--- config.mk ---
export PLATFORM = sky130hd
export DESIGN_NAME = hss_ram
export DESIGN_NICKNAME = d
export VERILOG_FILES = /design/src/rtl/core/hss_ram.sv
export SDC_FILE = /design/constraint.sdc
export NUM_CORES = 2
export LEC_CHECK = 0
export ABC_AREA = 1
export BUFFER_PORTS_ARGS = -buffer_cell sky130_fd_sc_hd__buf_2
export CORE_ASPECT_RATIO = 0.7
export CORE_MARGIN = 1.5
export CORE_UTILIZATION = 35
export DETAILED_ROUTE_END_ITERATION = 10
export PLACE_DENSITY = 0.51
export SLEW_MARGIN = 20
export SYNTH_ARGS = -nofsm -noshare
export SYNTH_HDL_FRONTEND = slang
export SYNTH_MEMORY_MAX_BITS = 65536
export SYNTH_SLANG_ARGS = --single-unit
--- constraint.sdc ---
create_clock -name i_clk -period 5.8 [get_ports i_clk]
set_clock_uncertainty 0.05 [all_clocks]
set_input_delay 0.87 -clock i_clk [delete_from_list [all_inputs] [get_ports i_clk]]
set_output_delay 0.87 -clock i_clk [all_outputs]
set_load 0.02 [all_outputs]
--- src/rtl/core/hss_ram.sv ---
// hss_ram: generic simple dual-port ram, one write and one registered read port
// no dependencies
module hss_ram #(
    parameter int WIDTH = 64,
    parameter int DEPTH = 66
) (
    input  logic                     i_clk,
    input  logic                     i_we,
    input  logic [$clog2(DEPTH)-1:0] i_waddr,
    input  logic [WIDTH-1:0]         i_wdata,
    input  logic                     i_re,
    input  logic [$clog2(DEPTH)-1:0] i_raddr,
    output logic [WIDTH-1:0]         o_rdata
);

    logic [WIDTH-1:0] r_mem [DEPTH];
    logic [WIDTH-1:0] r_rdata;

    // write port and registered read, read returns old data on a collision
    always_ff @(posedge i_clk) begin
        if (i_we) begin
            r_mem[i_waddr] <= i_wdata;
        end
        if (i_re) begin
            r_rdata <= r_mem[i_raddr];
        end
    end

    assign o_rdata = r_rdata;

endmodule

# Yosys cells after proc, flatten, opt, wreduce, memory -nomap -nowiden
# Memory sizes are Yosys's and may differ from the RTL's. A register that Yosys moved wholly into a read port is not among the register bits.
# Index checks and enable logic that the tools add are counted.
[op_classes]
addsub = 0
mul = 0
div = 0
order_cmp = 0
eq_ne = 0
shift = 0
muxes = 2
bitwise = 0
reduce_logical = 0
[op_table]
columns = ["op", "n"]
rows = [
  ["2-to-1 mux 1 bit", 2],
]
[totals]
reg_bits = 0
latch_bits = 0
ram_bits = 4224
mem_bits_ro = 0
word_cells = 3
n_memories = 1
[memory_table]
columns = ["name", "depth", "width", "read_ports", "rd_clocked_by_memory_dff", "write_ports", "line_no", "rtl"]
rows = [
  ["r_mem", 66, 64, 1, 1, 1, "16", "logic [WIDTH-1:0] r_mem [DEPTH];"],
]

# Logic depth before layout (Yosys ltp)
[logic_depth]
depth_word = 2
ltp_mapped = 15
depth_no_buf = 11

# Least setup slack after synthesis
# OpenSTA, ideal clock, no wires.
[synth_path]
path_kind = "input -> register"
start = "in i_we"
end = "mem r_mem[16][0] (enable)"
setup_time_ns = 0.486
arrival_ns = 4.120
required_ns = 5.264
setup_slack_ns = 1.144
cell_stages = 3
path_buffers = 1
cell_sequence = "clkbuf_1 -> nand3_1 -> nor2_1"
[synth_between]
elab_chain_cells = 2
[synth_rtl]
columns = ["element", "line_no", "rtl"]
rows = [
  ["from (decl)", "8", "input logic i_we,"],
  ["2-to-1 mux 1 bit", "21", "if (i_we) begin"],
  ["2-to-1 mux 1 bit (not written as such)", "22", "r_mem[i_waddr] <= i_wdata;"],
  ["to (decl)", "16", ""],
]
# No other way between the ends.

# Final worst setup path
[layout_path]
start = "reg r_rdata[50] (netlist: o_rdata[50]) (read register of r_mem)"
end = "out o_rdata[50]"
[layout_lines]
columns = ["element", "line_no", "rtl"]
rows = [
  ["from (decl)", "17", "logic [WIDTH-1:0] r_rdata;"],
  ["to (decl)", "13", "output logic [WIDTH-1:0] o_rdata"],
]
# No word-level cell between the ends.

==> qor.yml <==
ios: 145
synth_top_area_share_pct: 74.36
criticalPathCategory: "flip-flop to output pin"
cp_cell_sequence: "buf_2"
synthToLayoutAreaGrowth_pct: 12.27
synth_common_cells: "nand2_1, edfxtp_1, nand3_1"
via_per_inst: 5.400
synth_area_sq_mm: 0.1732
drtIter0Drc: 15010
floorplan.initialDensity_pct: 35.25
via_count: 115200
drt-total-wl_um: 608700
synthCells: 14480
synth_seq_cells: 4288
grt_util_all_layers_pct: 23.53
syn_area_per_cell_sq_um: 11.96
grt_max_degree: 167
cts_root_buffer: "clkbuf_16"
cts_sinks: 4288
min_path_cells: 1
cp_top_family: "flip-flops"
synth_edf_count: 4288
max_stage_delay_ns: 0.82
tightest_slew_ns: 1.200
clk_pin_slew_ns: 0.07
post-cts-setup-buffers: 0
worstRegToRegCells: 10
antenna_found_initial: 59
place.gp.congestion: 0.7675
relSlewSlack_pct: 19.84
drv_slew: 0
dp_cells: 20590
yosys.cell_count.top_type: "nand2_1"
grt_pass1_vias: 104900
seq_area_frac_synth_pct: 74.36
hold_path_class: "input port to flip-flop"
layout.nets: 14570
finalHoldViolations: 0
clk_path_buf_depth: 4
synth_async_sr_flop_share_pct: 0
finalPower_uw: 64260
die_area_sq_mm: 0.4991
fin_crit_sh_pct: 52.46
regArea_sq_mm: 0.1288
synth_area_leaders: "edfxtp_1, nand2_1, nand3_1, buf_2, buf_6"
synth-main-ff-cell: "edfxtp_1"
place_hpwl_um: 301700
clk_latency_ns: 0.97
cp_max_fo: 1
finalSetupViolCount: 0
grt_first_pass_wirelength_um: 844600
finalCriticalPeriod_ns: 3.043
dieHeight_um: 591.5
end_kind: "output pin"
yosysWarnings: 0
rows: 215
cts_made_buffers: 407
die_w_um: 843.7
status: "complete, no violations"
multi_input_area_sq_mm: 0.03939
cpMaxStageDelayCell: "edfxtp_1"
postCtsHoldBufs: 0
p_per_area_mw_per_mm2: 330.5
port_buffers: 144
synth_top_area_cell: "edfxtp_1"
route.antenna.remaining_nets: 0
peakVddDrop_mv: 0.2571
avgRoutedWirePerCell_um: 28.53
fmax_mhz: 328.7
core_area_sq_mm: 0.4912
cts_tree: "done"
drv_cap: 0
cts_max_level: 5
crit_arrival_ns: 2.12
leakagePower_uw: 0.06905
grt.overflow.total: 0
final_cells: 21340
cp-start-kind: "flip-flop"
cp.required_ns: 4.88
critPathBufInv: 1
rsz0062_at_grt: "no"
setup_tns_ns: 0
synth.net_count: 14560
drive_above_1_share_pct: 7.656
ys_types: 17
cp.depth: 1
first_pass_iters: 6
fillCellCount: 46720
post_cts_resized: 0
drc: 0
[cells by family after synthesis]
family / after synthesis / share of synthesized area [%]
flops: 4288 / 74.36
compound gates: 64 / 0.1850
simple gates: 9183 / 22.27
buf+inv: 942 / 3.183
[flip-flops by register name (all words and copies together) (netlist names)]
register	count
o_rdata	64
r_mem	4224
[cell usage in the layout (no fill, tap or decap), types with 2 or more instances in the layout]
cell,count
buf_12,139
buf_2,104
buf_4,272
buf_8,4
bufinv_16,24
clkbuf_1,84
clkbuf_16,412
clkinv_1,112
clkinv_16,4
clkinv_2,76
clkinv_4,2
clkinv_8,2
clkinvlp_4,10
diode_2,15
edfxtp_1,4288
inv_1,13
inv_16,4
inv_6,9
inv_8,4
nand2_1,5706
nand3_1,3271
nor2_1,132
nor2_4,66
nor3_1,8
o21ai_0,64
[layer usage]
metal  GRT usage, %  part of all wire (%)
met5              0                 0.010
met2          36.04                    44
met4          5.118                   2.4
met1          35.63                    45
met3          3.382                   8.3
[power breakdown]
part	switching [uW]	internal, uW	total (uW)
combinational	2930	937	3870
clock	11900	14100	26000
sequential	119	34300	34400
[per-stage QoR]
step                      hold WS (ns)  area (sq um)  util, %  setup slack [ns]
after CTS                       0.3702        194300    39.56             2.676
after global routing            0.3894        194400    39.57             2.644
after global placement          0.4704        181700    37.00             1.864
after detailed placement        0.4758        181800    37.02             1.851
after floorplan                 0.4601        173200        -             1.144
final                           0.3887        194400    39.58             2.757
[final timing paths]
check	start	end	slack, ns
max	o_rdata[50]	o_rdata[50]	2.76
min	i_wdata[34]	r_mem[52][34]	0.39
max reg2reg	r_mem[23][60]	o_rdata[60]	3.94
min reg2reg	r_mem[65][27]	o_rdata[27]	0.47
[final cells by class]
cell class | count | share of cell area (%)
clock inverters | 240 | 0.9602
multi-input cells | 9247 | 20.26
well taps | 6510 | 4.189
clock buffers | 496 | 5.465
diodes | 15 | 0.01931
repair buffers | 521 | 2.800
inverters | 20 | 0.07851
flip-flops and latches | 4288 | 66.23
Note: power is estimated with default switching activity, not from simulation.
