<file path="src/rtl/core/hss_pkg.sv">
// hss_pkg: widths, register indexes and shared types of the heat stencil step
// no dependencies; used by the interfaces, the top level and the update pipeline
package hss_pkg;

    // field widths
    localparam int VALUE_W    = 32;
    localparam int COEF_W     = 16;
    localparam int CFG_IDX_W  = 2;
    localparam int CFG_DATA_W = 16;

    // datapath widths: laplacian terms, weighted products, rounded sum
    localparam int LAP_W   = VALUE_W + 2;
    localparam int PROD_W  = LAP_W + COEF_W + 1;
    localparam int SUM_W   = PROD_W + 1;
    localparam int FRAC_W  = 16;
    localparam int SHIFT_W = SUM_W - FRAC_W;
    localparam int RES_W   = SHIFT_W + 1;

    // register indexes
    localparam logic [CFG_IDX_W-1:0] CFG_COEF_V = 2'd0;
    localparam logic [CFG_IDX_W-1:0] CFG_COEF_H = 2'd1;

    localparam logic [COEF_W-1:0] COEF_RESET = 16'd16384;

    // round to nearest, ties up, when dropping the low fraction bits
    localparam logic signed [SUM_W-1:0] ROUND_HALF = 52'sd32768;

    // result tag carried along the update pipeline
    typedef struct packed {
        logic emit;
        logic last;
    } t_tag;

endpackage

</file>
<file path="src/rtl/core/hss_update.sv">
// hss_update: weighted laplacian, rounding and saturation, three register stages
// depends on hss_pkg; the last stage is the output register of the block
module hss_update (
    input  logic                                  i_clk,
    input  logic                                  i_rst_n,
    input  logic                                  i_adv,
    input  logic [hss_pkg::COEF_W-1:0]            i_coef_v,
    input  logic [hss_pkg::COEF_W-1:0]            i_coef_h,
    input  logic signed [hss_pkg::LAP_W-1:0]      i_lap_v,
    input  logic signed [hss_pkg::LAP_W-1:0]      i_lap_h,
    input  logic signed [hss_pkg::VALUE_W-1:0]    i_u,
    input  hss_pkg::t_tag                         i_tag,
    output logic                                  o_valid,
    output logic signed [hss_pkg::VALUE_W-1:0]    o_value,
    output logic                                  o_last
);

    localparam int VW = hss_pkg::VALUE_W;
    localparam int PW = hss_pkg::PROD_W;
    localparam int SW = hss_pkg::SUM_W;
    localparam int HW = hss_pkg::SHIFT_W;
    localparam int RW = hss_pkg::RES_W;

    // stage c: products
    hss_pkg::t_tag         r_c_tag;
    logic signed [PW-1:0]  r_c_pv, r_c_ph;
    logic signed [VW-1:0]  r_c_u;
    // stage d: rounded sum
    hss_pkg::t_tag         r_d_tag;
    logic signed [HW-1:0]  r_d_sum;
    logic signed [VW-1:0]  r_d_u;
    // stage e: output register
    logic                  r_e_valid;
    logic                  r_e_last;
    logic signed [VW-1:0]  r_e_value;

    logic signed [PW-1:0]  n_pv, n_ph;
    logic signed [SW-1:0]  n_sum;
    logic signed [RW-1:0]  n_res;
    logic signed [VW-1:0]  n_value;

    // coefficient times laplacian, coefficients are unsigned
    always_comb begin
        n_pv = $signed({1'b0, i_coef_v}) * i_lap_v;
        n_ph = $signed({1'b0, i_coef_h}) * i_lap_h;
    end

    // sum of both terms plus half an lsb
    always_comb begin
        n_sum = {r_c_pv[PW-1], r_c_pv} + {r_c_ph[PW-1], r_c_ph} + hss_pkg::ROUND_HALF;
    end

    // add centre value and saturate to 32 bits
    always_comb begin
        n_res = {{(RW-VW){r_d_u[VW-1]}}, r_d_u} + {r_d_sum[HW-1], r_d_sum};
        if (n_res[RW-1:VW-1] == {(RW-VW+1){n_res[RW-1]}}) begin
            n_value = n_res[VW-1:0];
        end else if (n_res[RW-1]) begin
            n_value = {1'b1, {(VW-1){1'b0}}};
        end else begin
            n_value = {1'b0, {(VW-1){1'b1}}};
        end
    end

    // pipeline registers, all move on the common advance
    always_ff @(posedge i_clk) begin
        if (!i_rst_n) begin
            r_c_tag   <= '0;
            r_d_tag   <= '0;
            r_e_valid <= 1'b0;
        end else if (i_adv) begin
            r_c_tag   <= i_tag;
            r_d_tag   <= r_c_tag;
            r_e_valid <= r_d_tag.emit;
        end
        if (i_adv) begin
            r_c_pv    <= n_pv;
            r_c_ph    <= n_ph;
            r_c_u     <= i_u;
            r_d_sum   <= n_sum[SW-1:hss_pkg::FRAC_W];
            r_d_u     <= r_c_u;
            r_e_value <= n_value;
            r_e_last  <= r_d_tag.last;
        end
    end

    assign o_valid = r_e_valid;
    assign o_value = r_e_value;
    assign o_last  = r_e_last;

endmodule

</file>
<file path="config.mk">
export PLATFORM = sky130hd
export DESIGN_NAME = hss_update
export DESIGN_NICKNAME = d
export VERILOG_FILES = /design/src/rtl/core/hss_pkg.sv /design/src/rtl/core/hss_update.sv
export SDC_FILE = /design/constraint.sdc
export NUM_CORES = 2
export LEC_CHECK = 0
export ABC_AREA = 1
export BUFFER_PORTS_ARGS = -buffer_cell sky130_fd_sc_hd__clkbuf_2
export CORE_MARGIN = 5
export CORE_UTILIZATION = 40
export CTS_CLUSTER_SIZE = 12
export DETAILED_ROUTE_END_ITERATION = 10
export PLACE_DENSITY = 0.59
export SLEW_MARGIN = 20
export SYNTH_ARGS = -nofsm -noshare
export SYNTH_HDL_FRONTEND = slang
export SYNTH_SLANG_ARGS = --single-unit
</file>
<file path="constraint.sdc">
create_clock -name i_clk -period 8.2 [get_ports i_clk]
set_input_delay 0 -clock i_clk [delete_from_list [all_inputs] [get_ports i_clk]]
set_output_delay 0 -clock i_clk [all_outputs]
set_load 0.01 [all_outputs]
</file>
* Yosys cells after proc, flatten, opt, wreduce, memory -nomap -nowiden
Cells that the tools add are included.
Storage, ports and cells: flip-flop bits (word level) 240, output and inout bits 34
Operators by class: add/subtract/negate cells 3, multiply operators 2, equal/unequal tests 1, multiplexer cells 2
Operators with widths (count):
- multiplier 17 x 34 -> 51 bit | 2
- two-way mux 32 bit | 2
- adder 51 x 51 -> 52 bit | 1
- adder 52 x 16 -> 52 bit (second input constant) | 1
- adder 32 x 36 -> 37 bit | 1
- equality test 5 bit | 1

* Longest topological paths before layout
word-level depth 3, mapped depth 32

* Least setup slack after synthesis
OpenSTA, ideal clock, no wires.
kind input to register, start input i_lap_h[33] (netlist bit), end register r_c_ph[47] (data pin), setup time 253 ps, arrival 5345 ps, data required time 7947 ps, slack 2603 ps, cell stages on the path 19, buffers on the path 2, cell sequence clkbuf_1 > clkbuf_1 > nand2_1 > fa_1 > inv_1 > fa_1 > inv_1 > fa_1 > fa_1 > fa_1 > fa_1 > inv_1 > ha_1 > nand2_1 > nor2_1 > and3_1 > or3b_2 > nand4_1 > nand2_1
Between the ends: cells in the longest elaborated chain, start to end 1
Ends and longest elaborated chain:
- start, declared | line hss_update.sv:10 | input logic signed [hss_pkg::LAP_W-1:0] i_lap_h,
- multiplier 17 x 34 -> 51 bit | line hss_update.sv:45 | n_ph = $signed({1'b0, i_coef_h}) * i_lap_h;
- net n_ph[47] | line hss_update.sv:37 | logic signed [PW-1:0] n_pv, n_ph;
- end signal, assigned | line hss_update.sv:78 | r_c_ph <= n_ph;
- end, declared | line hss_update.sv:26 | logic signed [PW-1:0] r_c_pv, r_c_ph;
The timed path passes the listed nets, and every way through them passes these cells. A chain may end at the register's enable or synchronous reset.

* Worst setup path after layout
start input i_coef_h[2] (netlist bit), end register r_c_ph[26] (data pin)
Between the ends: cells in the longest elaborated chain, start to end 1
Ends and longest elaborated chain:
- start, declared | line hss_update.sv:8 | input logic [hss_pkg::COEF_W-1:0] i_coef_h,
- multiplier 17 x 34 -> 51 bit | line hss_update.sv:45
- net n_ph[26] | line hss_update.sv:37
The timed path passes the listed nets, and every way through them passes these cells.

==> impl_metrics.tcl <==
set metrics [dict create \
    yosysTopAreaCell "fa_1" \
    nets 8040 \
    synthTopCellsByCount "1897 x inv_1, 1599 x nand2_1, 1035 x fa_1, 377 x ha_1, 264 x clkbuf_1" \
    grt_use_total 0.208 \
    ys_types 48 \
    worst_pin_slew_ps 1100 \
    synth.avg_cell_area_um2 8.14 \
    clock_sinks 240 \
    htreeDepth 1 \
    hold_viol_final 0 \
    synthArstFlopShare 0 \
    syn2layout_area_growth_pct 6.33 \
    tritoncts "yes" \
    synth_top_family_by_area "adder cells" \
    drt_iter0_drc 2417 \
    clk_latency_ps 580 \
    antennaDiodeCount 0 \
    port_buffers 170 \
    ys_seq_elements 240 \
    critPathMostFrequentCell "fa_1" \
    die_y_um 374 \
    post_cts_buffers 0 \
    row_count 133 \
    yosys_warnings 0 \
    vias 40300 \
    ant_nets 0 \
    cts-root-buf "clkbuf_16" \
    crit_buf_inv 4 \
    io-pin-count 171 \
    cp_cell_sequence "clkbuf_2 > nand2_1 > fa_1 > fa_1 > fa_1 > fa_1 > inv_1 > fa_1 > inv_1 > fa_1 > inv_1 > ha_1 > nand2_1 > nor2_1 > a21oi_1 > o211ai_1 > a21o_1 > a21boi_0 > o21ai_0 > xor2_1" \
    coreArea_um2 132000 \
    synthXorXnorAreaFrac 0.0272 \
    synth_top_area_frac 0.390 \
    grt_antenna_before_repair 1 \
    synth_seq_area_share 0.135 \
    max_freq_ghz 0.162 \
    synth-edff-count 235 \
    fin_worst_skew_ps 32.1 \
    min_path_cells 3 \
    gp_congestion 0.958 \
    max_stage_delay_ps 780 \
    setup_ws_ps 2020 \
    hold_path.class "input port to flip-flop" \
    overflow 0 \
    drive_above_1_share 0.0396 \
    cts_made_buffers 27 \
    grt_pass1_wl_um 234000 \
    wl_per_cell_um 17.4 \
    cp.required_ps 8500 \
    route.detailed.drc 0 \
    vias_per_cell 4.88 \
    dp_hpwl_um 118000 \
    status "finished clean" \
    synthMuxAreaShare 0 \
    arrival_ps 6480 \
    setup_tns_ps 0 \
    n_fill_cell 13335 \
    final-setup-viol-count 0 \
    initial_core_util 0.403 \
    grt_max_degree 86 \
    die-area_um2 140000 \
    die_w_um 374 \
    slowest_stage "clkbuf_2" \
    yosys.area_share.adder 0.479 \
    synth_area_um2 53100 \
    synth_compound_area_frac 0.0510 \
    drv_cap 0 \
    synth_fp_nets 8066 \
    rrSetupSlack_ps 4680 \
    rr_worst_depth 11 \
    crit_family "adder cells" \
    synth-simple-area-share 0.153 \
    wl_um 144000 \
    first_pass_iters 6 \
    synthTopCellsByArea "fa_1 39%, inv_1 13%, edfxtp_1 13%" \
    dp_slack_ps 1520 \
    crit_path_end_kind "flip-flop" \
    max_slew_margin 0.266 \
    cts_buffer_depth 3 \
    fin_crit_ps 6180 \
    maxSlewViolCount 0 \
    worstPathMaxFanout 34 \
    synthCells 6517 \
    cp.depth 20 \
    rsz0062_at_grt "no" \
    grt_pass1_vias 43414 \
    period_share 0.753 \
    clk_pin_slew_ps 60 \
    worstSetupStartpointType "input port" \
    synth_flop_cell "edfxtp_1" \
    synth_most_common_cell "inv_1" \
    crit_type "input port to flip-flop" \
]
-- tightest hold or removal path, delay by kind of cell --
| kind | cells | cell delay [ps] |
|---|---|---|
| buffers and inverters | 2 | 370 |
| AND/OR/NAND/NOR | 1 | 140 |
-- cell families (layout without fill, tap and decap cells) --
kind of cell / after synthesis / in the layout
AOI/OAI and AO/OA: 478 / 478
xor gates and xnor gates: 165 / 165
adders and majority gates: 1412 / 1412
buffers and inverters: 2177 / 2169
DFF: 240 / 240
and+or+nand+nor: 2045 / 2045
-- worst paths after layout --
| check | startpoint | to |
|---|---|---|
| max | i_coef_h[2] | r_c_ph[26]$_DFFE_PP_ |
| min | i_coef_v[0] | r_c_pv[0]$_DFFE_PP_ |
| max reg2reg | r_c_pv[3]$_DFFE_PP_ | r_d_sum[32]$_DFFE_PP_ |
| min reg2reg | r_c_u[25]$_DFFE_PP_ | r_d_u[25]$_DFFE_PP_ |
-- cells in the final DEF (no fill, tap or decap), types with 59 or more instances in the layout --
cell type / Yosys / routed
inv_1: 1897 / 1897
xnor2_1: 59 / 59
ha_1: 377 / 377
fa_1: 1035 / 1035
nand2_1: 1599 / 1598
nand3_1: 70 / 70
nor2_1: 260 / 260
a21oi_1: 214 / 214
o21ai_0: 125 / 125
edfxtp_1: 235 / 235
xor2_1: 106 / 106
clkbuf_2: 0 / 169
-- flip-flops by register name, indices dropped and copies added, names as in the netlist --
register / count
o_last: 1
o_valid: 1
o_value: 32
r_c_ph: 51
r_c_pv: 51
r_c_tag: 2
r_c_u: 32
r_d_sum: 36
r_d_tag: 2
r_d_u: 32
-- timing repair --
| action | 4_1_cts | 5_1_grt |
|---|---|---|
| endpoints found under the hold margin | 111 | 0 |
| hold buffers | 39 | 0 |
| endpoints found under the setup margin | 0 | 0 |
| gates resized for setup | 0 | 0 |
-- final cells by class --
class                           count  area (µm²)  share of cell area
Timing Repair Buffer              221        1340              0.0238
Inverter                         1901        7140               0.126
Tap cell                         1755        2200              0.0389
Clock inverter                     12         203             0.00359
Clock buffer                       35         706              0.0125
Multi-Input combinational cell   4100       37700               0.668
Sequential cell                   240        7160               0.127
-- metrics by stage --
step / util / hold slack, ps / std cells / instance area, µm²
final: 0.429 / 135 / 8264 / 56400
after CTS: 0.429 / 97.9 / 8264 / 56400
after floorplan: - / 98.9 / 6517 / 53100
after global routing: 0.429 / 130 / 8264 / 56400
after detailed placement: 0.419 / 179 / 8178 / 55100
after global placement: 0.419 / 181 / 8178 / 55100
-- metal layers --
layer / vias to the layer above / track usage / share of wire
met5: - / 0 / 0.000090
met4: 2 / 0.0530 / 0.029
met3: 256 / 0.0224 / 0.053
met2: 1193 / 0.362 / 0.49
met1: 20040 / 0.278 / 0.43
li1: 18809 / - / -
Power is not shown: default switching activity piles up to over one toggle a cycle in this logic, so the estimate is an artifact.
